## config.mk

```make
export PLATFORM = sky130hd
export DESIGN_NAME = hlt_decide
export DESIGN_NICKNAME = d
export VERILOG_FILES = /design/src/hlt_pkg.sv /design/src/hlt_decide.sv
export SDC_FILE = /design/constraint.sdc
export NUM_CORES = 1
export LEC_CHECK = 0
export BUFFER_PORTS_ARGS = -buffer_cell sky130_fd_sc_hd__clkbuf_2
export CORE_ASPECT_RATIO = 0.75
export CORE_MARGIN = 2
export CORE_UTILIZATION = 47
export DETAILED_ROUTE_END_ITERATION = 8
export PLACE_DENSITY = 0.85
export SETUP_SLACK_MARGIN = 0.05
export SYNTH_ARGS = -nofsm -noshare
export SYNTH_HDL_FRONTEND = slang
export SYNTH_SLANG_ARGS = --single-unit
export TNS_END_PERCENT = 20
```

## constraint.sdc

```tcl
create_clock -name vclk -period 6.2
set_input_delay 0.31 -clock vclk [all_inputs]
set_output_delay 0.31 -clock vclk [all_outputs]
set_load 0.01 [all_outputs]
```

## src/hlt_pkg.sv

```systemverilog
package hlt_pkg;

  // Item operation codes carried in tuser.
  typedef enum logic [1:0] {
    OP_HEARTBEAT = 2'd0,
    OP_CHECK     = 2'd1,
    OP_QUERY     = 2'd2
  } op_t;

  // Liveness state of one server entry.
  typedef enum logic [1:0] {
    LIVE_ONLINE   = 2'd0,
    LIVE_UNSTABLE = 2'd1,
    LIVE_OFFLINE  = 2'd2
  } live_t;

  // Topology read/write status codes; any other code counts as readwrite.
  localparam logic [1:0] RW_PENDING = 2'd1;
  localparam logic [1:0] RW_RETIRED = 2'd2;

  // Configuration register indexes.
  localparam int unsigned CFG_IDX_W = 1;
  localparam logic [CFG_IDX_W-1:0] CFG_MISS    = 1'b0;
  localparam logic [CFG_IDX_W-1:0] CFG_OFFLINE = 1'b1;

  // One stored table entry.
  typedef struct packed {
    live_t       live;
    logic [31:0] last_hb;
  } entry_t;

  // One input item.
  typedef struct packed {
    logic [1:0]  opcode;
    logic [7:0]  server_id;
    logic [31:0] time_ms;
    logic        found;
    logic [1:0]  rw_status;
    logic        has_copysets;
    logic        update_ok;
  } item_t;

  // One result item.
  typedef struct packed {
    logic        entry_present;
    logic        state_changed;
    live_t       live_state;
    logic        retire_request;
    logic        entry_removed;
    logic [31:0] last_seen_ms;
  } result_t;

  // Table update produced for one item.
  typedef struct packed {
    logic   mem_we;
    logic   valid_set;
    logic   valid_clr;
    entry_t entry;
  } update_t;

endpackage

```

## src/hlt_decide.sv

```systemverilog
module hlt_decide
  import hlt_pkg::*;
(
  input  item_t       item,
  input  logic        in_range,
  input  logic        valid,
  input  entry_t      ent,
  input  logic [31:0] miss_timeout,
  input  logic [31:0] offline_timeout,
  output result_t     res,
  output update_t     upd
);

  logic [31:0] elapsed;
  live_t       ns;
  logic        present;
  logic        retire;

  // Wrapping elapsed time and its classification against the two timeouts.
  always_comb begin
    elapsed = item.time_ms - ent.last_hb;
    if (elapsed < miss_timeout) begin
      ns = LIVE_ONLINE;
    end else if (elapsed < offline_timeout) begin
      ns = LIVE_UNSTABLE;
    end else begin
      ns = LIVE_OFFLINE;
    end
  end

  assign present = in_range && valid;

  // Result fields and the table update for one item.
  always_comb begin
    res       = '0;
    upd       = '0;
    upd.entry = ent;
    retire    = 1'b0;
    unique case (item.opcode)
      OP_HEARTBEAT: begin
        if (in_range) begin
          res.entry_present = present;
          res.live_state    = present ? ent.live : LIVE_UNSTABLE;
          res.last_seen_ms  = item.time_ms;
          upd.mem_we        = 1'b1;
          upd.valid_set     = 1'b1;
          upd.entry.live    = present ? ent.live : LIVE_UNSTABLE;
          upd.entry.last_hb = item.time_ms;
        end
      end
      OP_CHECK: begin
        if (present) begin
          // Online servers and servers unknown to topology never retire.
          if (ns != LIVE_ONLINE && item.found) begin
            if (item.rw_status == RW_RETIRED) begin
              retire = 1'b1;
            end else if ((ns == LIVE_OFFLINE || item.rw_status == RW_PENDING) &&
                         !item.has_copysets) begin
              res.retire_request = 1'b1;
              retire             = item.update_ok;
            end
          end
          res.entry_present = 1'b1;
          res.state_changed = (ns != ent.live);
          res.live_state    = ns;
          res.entry_removed = retire;
          res.last_seen_ms  = ent.last_hb;
          upd.mem_we        = 1'b1;
          upd.valid_clr     = retire;
          upd.entry.live    = ns;
        end
      end
      OP_QUERY: begin
        if (present) begin
          res.entry_present = 1'b1;
          res.live_state    = ent.live;
          res.last_seen_ms  = ent.last_hb;
        end
      end
      default: begin
        res = '0;
      end
    endcase
  end

endmodule

```

==> impl_metrics.yaml, run 1 <==
outcome:
  status: "complete, no violations"
die:
  die_x_um: 109.6
  start_util: 0.4923
  ios: 222
  fp-row-count: 28
  die_area_um2: 9122
  core_area_um2: 7988
  die-height_um: 83.22
synth:
  synthesis.nets: 868
  syn_area_um2: 3933
  synth_mux_area_frac: 0.005091
  synthDistinctLibCells: 49
  ys_seq_area_frac: 0
  syn_avg_cell_area_um2: 6.272
  synth_top_family_by_area: "adder cells"
  synth_warnings: 0
  synthAdderAreaFrac: 0.3035
  synth-compound-area-share: 0.2739
  synth-simple-area-share: 0.2475
  syn_inst: 627
  synth_xor_area_frac: 0.06013
place:
  place_area_um2: 5100
  numPortBuffers: 214
  dp_slack_ps: 601.1
  gp_congestion: 0.9023
  dp_hpwl_mm: 10.27
critical_path:
  worstSetupStartpointType: "input port"
  setup.worst_path.class: "in -> out"
  arrival_ps: 5140
  cp_cell_sequence: "clkbuf_2, inv_1, ha_1, nor2b_1, o21ai_0, a21oi_1, o2111ai_1, a211o_1, a21oi_1, nor2_1, o311ai_0, ha_1, a21o_1, a21o_1, a21oi_1, o21ai_0, nor3_1, o211ai_1, buf_4, buf_4, mux2i_1, nor3_1, clkbuf_2"
  path_buf_inv: 5
  crit_top_cell: "a21oi_1"
  path_delay_family: "compound AO/OA/AOI/OAI gates"
  crit_fanout: 6
  critPathCaptureType: "output port"
  cpMaxStageDelayCell: "o311ai_0"
  critical_path_required_ps: 5890
  cpPeakStageDelay_ps: 560
timing:
  period_share: 0.8787
  fin_crit_ps: 5448
  holdWs_ps: 879.7
  hold_viol: 0
  tightest_slew_ps: 964.9
  rsz0062_at_grt: "false"
  slew_headroom: 0.3558
  clock.fmax_mhz: 183.6
  setup_viol: 0
  tns_ps: 0
  worst_slack_ps: 752.2
  maxSlewViolCount: 0
global_routing:
  antenna_found_initial: 0
  grt_usage: 0.2409
  grt_first_pass_wirelength_mm: 18.71
  gr-total-overflow: 0
  grt_pass1_vias: 4364
  grt_max_degree: 64
drt:
  route.detailed.drc: 0
  vias: 4798
  met2_length_mm: 5.222
  drt_iter0_markers: 166
  firstDrtPassIters: 4
  met1Wirelength_mm: 5.583
  ant_nets: 0
  wl_mm: 11.51
  met3_length_um: 597
  highest_layer: "met4"
  avgRoutedWirePerCell_um: 12.28
  routed_via_density: 5.121
cells_and_area:
  fin_area_um2: 5115
  fin_nets: 1075
  final_common_cell: "clkbuf_2"
  seq_area_um2: 0
  final_cell_mix: "clkbuf_2, nand2_1, inv_1"
  nFlopsAndLatches: 0
  multiInputGateArea_um2: 3503
  drive_gt1_frac: 0.2740
  nClkBuffers: 0
  antennaDiodeCount: 0
  fillCellCount: 767
  area.growth.synth_to_final_pct: 30.07
worst_hold_path:
  holdPathEnd: "res[33]"
  min-delay-start: "item[1]"
  whs_path_depth: 3
  min-delay-path-class: "in -> out"
clock_network:
  hold_buffers: 0
  cts_resized: 0
power:
  cellLeakagePower_nw: 3.281
  p_per_area_nw_per_um2: 108.1
  peakVddDrop_mv: 0.06053
run:
  drv_cap: 0
## layout make-up
| type | count | share of cell area |
|---|---|---|
| Tap cell | 105 | 0.02568 |
| Inverter | 101 | 0.07412 |
| Timing Repair Buffer | 218 | 0.2153 |
| Multi-Input combinational cell | 513 | 0.6849 |
## metrics by stage
step                      total power, W  std cells  utilization
after floorplan                0.0003705        627            -
after detailed placement       0.0005423        935       0.6385
after global placement         0.0005291        935       0.6385
after CTS                      0.0005459        935       0.6385
after global routing           0.0006301        937       0.6404
final                          0.0005528        937       0.6404
## kinds of logic (layout without fill, tap and decap cells)
family / after synthesis / after routing
AO/OA/AOI/OAI: 175 / 175
XOR/XNOR: 27 / 27
adder cells (fa/ha/maj): 95 / 95
buffers and inverters: 114 / 319
multiplexers: 2 / 2
AND/OR/NAND/NOR: 214 / 214
## Yosys cell counts, types with 3 or more instances
cell / count / area, um^2
o2111ai_1: 3 / 26.28
clkbuf_1: 12 / 45.04
xnor2_1: 14 / 122.6
o21ai_0: 59 / 295.3
or2_2: 4 / 25.02
a21boi_0: 3 / 22.52
a31oi_1: 4 / 25.02
o21a_1: 4 / 30.03
nand2b_1: 9 / 56.30
nor2b_1: 9 / 56.30
nand4_1: 12 / 75.07
nand3_1: 8 / 40.04
nor2_1: 23 / 86.33
a21oi_1: 48 / 240.2
o211ai_1: 4 / 30.03
a21o_1: 35 / 262.8
a221oi_1: 3 / 26.28
inv_1: 100 / 375.4
xor2_1: 13 / 113.9
nand2_1: 125 / 469.2
nor3b_1: 3 / 22.52
nor3_1: 9 / 45.04
ha_1: 93 / 1164
## report_power, final
part,switching (W),internal [W]
sequential,0,0
clock,0,0
combinational,0.000302,0.000250
## timing repair
action | 4_1_cts | 5_1_grt
endpoints found under the setup margin | 0 | 1
setup buffers | 0 | 2
endpoints found under the hold margin | 0 | 0
## layer usage
metal  up-vias  GRT usage
li1       2564          -
met1      2080     0.3324
met2       142     0.4231
met3        12    0.01177
met4         0    0.02301
met5         -          0
## worst max path at each step
stage | from | endpoint | slack (ps) | depth (start not counted)
global placement | item[5] | res[33] | 640 | 24
CTS | item[5] | res[33] | 560 | 24
finish | ent[1] | res[36] | 750 | 23
global route | ent[1] | res[33] | 320 | 22
floorplan | item[5] | upd[34] | 1560 | 23
detailed placement | item[5] | res[33] | 600 | 24
Power figures use the tool's default switching activity.
==> run 2, diff against run 1 <==
--- a/config.mk
+++ b/config.mk
@@ -5,11 +5,13 @@
 export SDC_FILE = /design/constraint.sdc
 export NUM_CORES = 1
 export LEC_CHECK = 0
+export ABC_AREA = 1
 export BUFFER_PORTS_ARGS = -buffer_cell sky130_fd_sc_hd__clkbuf_2
 export CORE_ASPECT_RATIO = 0.75
 export CORE_MARGIN = 2
-export CORE_UTILIZATION = 47
+export CORE_UTILIZATION = 49
 export DETAILED_ROUTE_END_ITERATION = 8
+export MAX_ROUTING_LAYER = met4
 export PLACE_DENSITY = 0.85
 export SETUP_SLACK_MARGIN = 0.05
 export SYNTH_ARGS = -nofsm -noshare
==> run 2 against run 1 <==
Net effect:
- the run now ends with DRC left
- worst hold slack improved by 66 ps
- flip-flop and latch count unchanged
- die area increased by 6.7%
- non-clock buffer count decreased by 2
- utilization increased by 0.88 points
- synthesized area increased by 12%
- maximum frequency increased by 35%
- power increased by 13%
- wire length increased by 22%
- combinational power increased by 13%
- critical endpoint is now upd[34]
- largest cell class unchanged
==> impl_metrics.yaml, run 2 <==
critical_path:
  worstSetupStartpointType: "input port"
  crit_top_cell: "nand2_2"
  arrival_ps: 3720
  critical_path_required_ps: 5890
  crit_fanout: 7
  cpPeakStageDelay_ps: 410
  setup.worst_path.class: "in -> out"
  critPathCaptureType: "output port"
  cpMaxStageDelayCell: "fa_1"
global_routing:
  antenna_found_initial: 0
  gr-total-overflow: 0
  grt_max_degree: 67
  grt_pass1_vias: 4906
  grt_first_pass_wirelength_mm: 22.45
  grt_usage: 0.2837
run:
  drv_cap: 0
place:
  numPortBuffers: 214
  dp_hpwl_mm: 12.69
  gp_congestion: 0.9819
cells_and_area:
  drive_gt1_frac: 0.2655
  nClkBuffers: 0
  fin_nets: 1211
  nFlopsAndLatches: 0
  area.growth.synth_to_final_pct: 26.69
  seq_area_um2: 0
  antennaDiodeCount: 0
  final_common_cell: "clkbuf_2"
  final_cell_mix: "clkbuf_2, nand2_1, inv_1"
synth:
  synth-simple-area-share: 0.2720
  ys_seq_area_frac: 0
  synthesis.nets: 1004
  syn_inst: 763
  yosysTopAreaCellShare: 0.2652
  syn_area_um2: 4388
  synth_warnings: 0
  yosysMostFrequentCell: "nand2_1"
  synth_common_cells: "nand2_1, inv_1, ha_1"
  synth.largest_area_cell: "ha_1"
  synth_mux_area_frac: 0
  synth_top_family_by_area: "simple AND/OR/NAND/NOR gates"
  synth.area.top_cells: "ha_1, nand2_1, inv_1"
  synth_xor_area_frac: 0.06188
  synth-compound-area-share: 0.2455
  synthDistinctLibCells: 38
  syn_avg_cell_area_um2: 5.751
  synthAdderAreaFrac: 0.2697
worst_hold_path:
  min-delay-path-class: "in -> out"
timing:
  tns_ps: 0
  holdWs_ps: 945.7
  hold_viol: 0
  maxSlewViolCount: 0
  tightest_slew_ps: 696.2
  rsz0062_at_grt: "false"
  period_share: 0.6505
  slew_headroom: 0.5342
  fin_crit_ps: 4033
  setup_viol: 0
  clock.fmax_mhz: 247.9
drt:
  route.detailed.drc: 8
  avgRoutedWirePerCell_um: 13.04
  vias: 5482
  ant_nets: 0
  firstDrtPassIters: 7
  drt_iter0_markers: 373
  wl_mm: 14.03
  routed_via_density: 5.095
power:
  cellLeakagePower_nw: 3.445
  p_per_area_nw_per_um2: 112.3
  peakVddDrop_mv: 0.05175
die:
  die_area_um2: 9736
  start_util: 0.5124
  die-height_um: 85.96
  die_x_um: 113.3
  fp-row-count: 29
  ios: 222
  core_area_um2: 8563
clock_network:
  post_cts_buffers: 0
  hold_buffers: 0
  cts_resized: 0
outcome:
  status: "finished, violations left"
  failed_checks: "DRC"
==> run 2: path summary, 6_finish.rpt <==
path / from / to / slack [ps] / depth (start not counted)
worst max-delay path: item[5] / upd[34] / 2170 / 25
worst min-delay path: ent[27] / res[27] / 950 / 4
==> run 2: per-stage QoR <==
step                        util  power [W]  instances  setup slack (ps)  cell area, um^2
after floorplan                -  0.0004259        763              2717             4388
after global placement    0.6492  0.0006000       1076              2266             5559
after detailed placement  0.6492  0.0006140       1076              2195             5559
after CTS                 0.6492  0.0006172       1076              2184             5559
after global routing      0.6492  0.0007094       1076              1884             5559
final                     0.6492  0.0006241       1076              2167             5559
==> run 2: routing by layer <==
| metal | track usage | wire, um | vias to the layer above |
|---|---|---|---|
| li1 | - | - | 2896 |
| met1 | 0.4258 | 7219 | 2375 |
| met2 | 0.4360 | 5724 | 197 |
| met3 | 0.01131 | 919 | 14 |
| met4 | 0.02550 | 167 | 0 |
| met5 | - | 0 | - |
==> run 2: where the power goes <==
| group | switching (W) | total, W | leakage (nW) | internal (W) |
|---|---|---|---|---|
| Sequential | 0 | 0 | 0 | 0 |
| Combinational | 0.000380 | 0.000624 | 3.45 | 0.000244 |
| Clock | 0 | 0 | 0 | 0 |
==> run 2: cell families after synthesis <==
logic type                 count (synthesis)
AOI/OAI and AO/OA                        186
adders and majority gates                 94
and+or+nand+nor                          278
buffers and inverters                    174
xor gates and xnor gates                  31
==> run 2: cell type report <==
| type | instances | area (um^2) |
|---|---|---|
| fill | 841 | 3004 |
| inverter | 163 | 611.8 |
| multi-input combinational | 589 | 3726 |
| tap | 108 | 135.1 |
| timing repair buffer | 216 | 1086 |
==> run 2: worst max-delay path: cells and delay by family <==
family,cells,cell delay (ps)
AOI/OAI and AO/OA,3,530
xor gates and xnor gates,1,290
adders and majority gates,3,710
buffers and inverters,5,430
and+or+nand+nor,13,1440
==> run 3, diff against run 2 <==
==> constraint.sdc (replaced) <==
create_clock -name vclk -period 3.9
set_input_delay 0.195 -clock vclk [all_inputs]
set_output_delay 0.195 -clock vclk [all_outputs]
set_load 0.01 [all_outputs]
==> run 3 against run 2 <==
Net effect:
- the flow still finishes with violations (DRC)
- combinational power is 67% higher
- global-route usage fell by 0.23 points
- setup slack got worse by 1900 ps
- wire length increased by 2.0%
- flip-flop and latch count unchanged
- via count rose by 1.2%
- clock-buffer cell count did not move
- critical path depth stayed put
- non-clock buffer count rose by 3
- largest power group unchanged
==> impl_metrics.yaml, run 3 (synthesis results as in run 2) <==
outcome:
  status: "finished, violations left"
  failed_checks: "DRC"
die:
  ios: 222
  fp-row-count: 29
  core_area_um2: 8563
  die-height_um: 85.96
  die_x_um: 113.3
  die_area_um2: 9736
  start_util: 0.5124
global_routing:
  antenna_found_initial: 0
  grt_max_degree: 37
  gr-total-overflow: 0
  grt_pass1_vias: 4849
  grt_usage: 0.2814
  grt_first_pass_wirelength_mm: 22.23
critical_path:
  setup.worst_path.class: "in -> out"
  critPathCaptureType: "output port"
  crit_fanout: 7
  arrival_ps: 3460
  critical_path_required_ps: 3700
  worstSetupStartpointType: "input port"
cells_and_area:
  fin_nets: 1214
  nFlopsAndLatches: 0
  antennaDiodeCount: 0
  final_common_cell: "clkbuf_2"
  finalCoreUtilization: 0.6701
  seq_area_um2: 0
  nClkBuffers: 0
  drive_gt1_frac: 0.2945
  final_cell_mix: "clkbuf_2, nand2_1, inv_1"
  area.growth.synth_to_final_pct: 30.77
  fillCellCount: 808
  fin_area_um2: 5738
worst_hold_path:
  whs_path_depth: 4
  holdPathEnd: "res[29]"
  min-delay-path-class: "in -> out"
  min-delay-start: "ent[29]"
place:
  dp_slack_ps: 176.1
  gp_congestion: 0.9514
  numPortBuffers: 214
  place_area_um2: 5567
  dp_hpwl_mm: 12.76
timing:
  slew_headroom: 0.4032
  hold_viol: 0
  period_share: 0.9370
  fin_crit_ps: 3654
  setup_viol: 0
  maxSlewViolCount: 0
  clock.fmax_mhz: 273.7
  holdWs_ps: 716.1
  worst_slack_ps: 245.9
  tightest_slew_ps: 894.2
  rsz0062_at_grt: "true"
power:
  p_per_area_nw_per_um2: 182.1
  peakVddDrop_mv: 0.09190
  seqPwrFrac: 0
  p_sw_w: 0.0006338
  clock_power_share: 0
  combPwrFrac: 1.000
  sw_frac_of_total: 0.6066
  cellLeakagePower_nw: 3.490
  intPower_w: 0.0004110
drt:
  wl_mm: 14.32
  routed_via_density: 5.143
  avgRoutedWirePerCell_um: 13.27
  firstDrtPassIters: 8
  ant_nets: 0
  vias: 5549
  route.detailed.drc: 8
  drt_iter0_markers: 377
run:
  drv_cap: 0
clock_network:
  hold_buffers: 0
## run 3: cell types whose count changed in the layout (fill, tap and decap cells not counted), moves of 4 or more
cell,change
a21oi_4,+4
ha_2,+4
nand2_4,+4
a21oi_1,-4
ha_1,-4
## run 3: routing by layer
metal	up-vias	global-route usage	routed length [um]
li1	2908	-	-
met1	2377	0.4207	7186
met2	242	0.4208	5831
met3	22	0.01908	1067
met4	0	0.04102	229
met5	-	-	0
## run 3: cell type report
type / count / area, um^2 / share of cell area
multi-input cells: 589 / 3882 / 0.6766
repair buffers: 219 / 1109 / 0.1932
inverters: 163 / 611.8 / 0.1066
well taps: 108 / 135.1 / 0.02355
## run 3: critical path, cell delays in order
cell and delay [ps]:
clkbuf_2 90, inv_1 50, ha_2 160, inv_2 40, fa_2 400, nand3_2 110
nand2_4 70, a21oi_4 190, inv_2 70, nand3_2 80, nand3_4 90, a21oi_2 170
xor2_1 240, ha_1 190, nand2_2 80, nor2_4 100, nand2_2 70, nor4b_2 240
nand2_1 120, nand2_4 140, nand2_4 60, nand2_2 80, nand3_2 70, a21oi_2 180
clkbuf_2 160
## run 3: repair_timing
action                                  CTS  global route
buffers inserted                          0             2
resized for setup                         0            39
endpoints found under the setup margin    0             8
## run 3: how the worst max path moves through the flow
stage / startpoint / slack, ps / end / cells after the start
after global placement: item[5] / 280 / upd[34] / 25
final: item[5] / 250 / upd[34] / 25
after global routing: item[5] / -20 / res[36] / 29
after detailed placement: item[5] / 180 / upd[34] / 25
after floorplan: item[5] / 650 / upd[34] / 24
after CTS: item[5] / 170 / upd[34] / 25
## run 3: stage by stage
stage | instances | total power (W) | TNS, ps
4_1_cts | 1077 | 0.0009803 | 0
5_1_grt | 1079 | 0.001180 | -20.76
2_1_floorplan | 763 | 0.0006771 | 0
6_report | 1079 | 0.001045 | 0
3_5_place_dp | 1077 | 0.0009755 | 0
3_3_place_gp | 1077 | 0.0009553 | 0
## run 3: power by group through the flow
stage / logic, W / registers (W) / clock network, W
finish: 0.00104 / 0 / 0
global route: 0.00118 / 0 / 0
CTS: 0.000980 / 0 / 0
detailed placement: 0.000976 / 0 / 0
global placement: 0.000955 / 0 / 0
floorplan: 0.000677 / 0 / 0
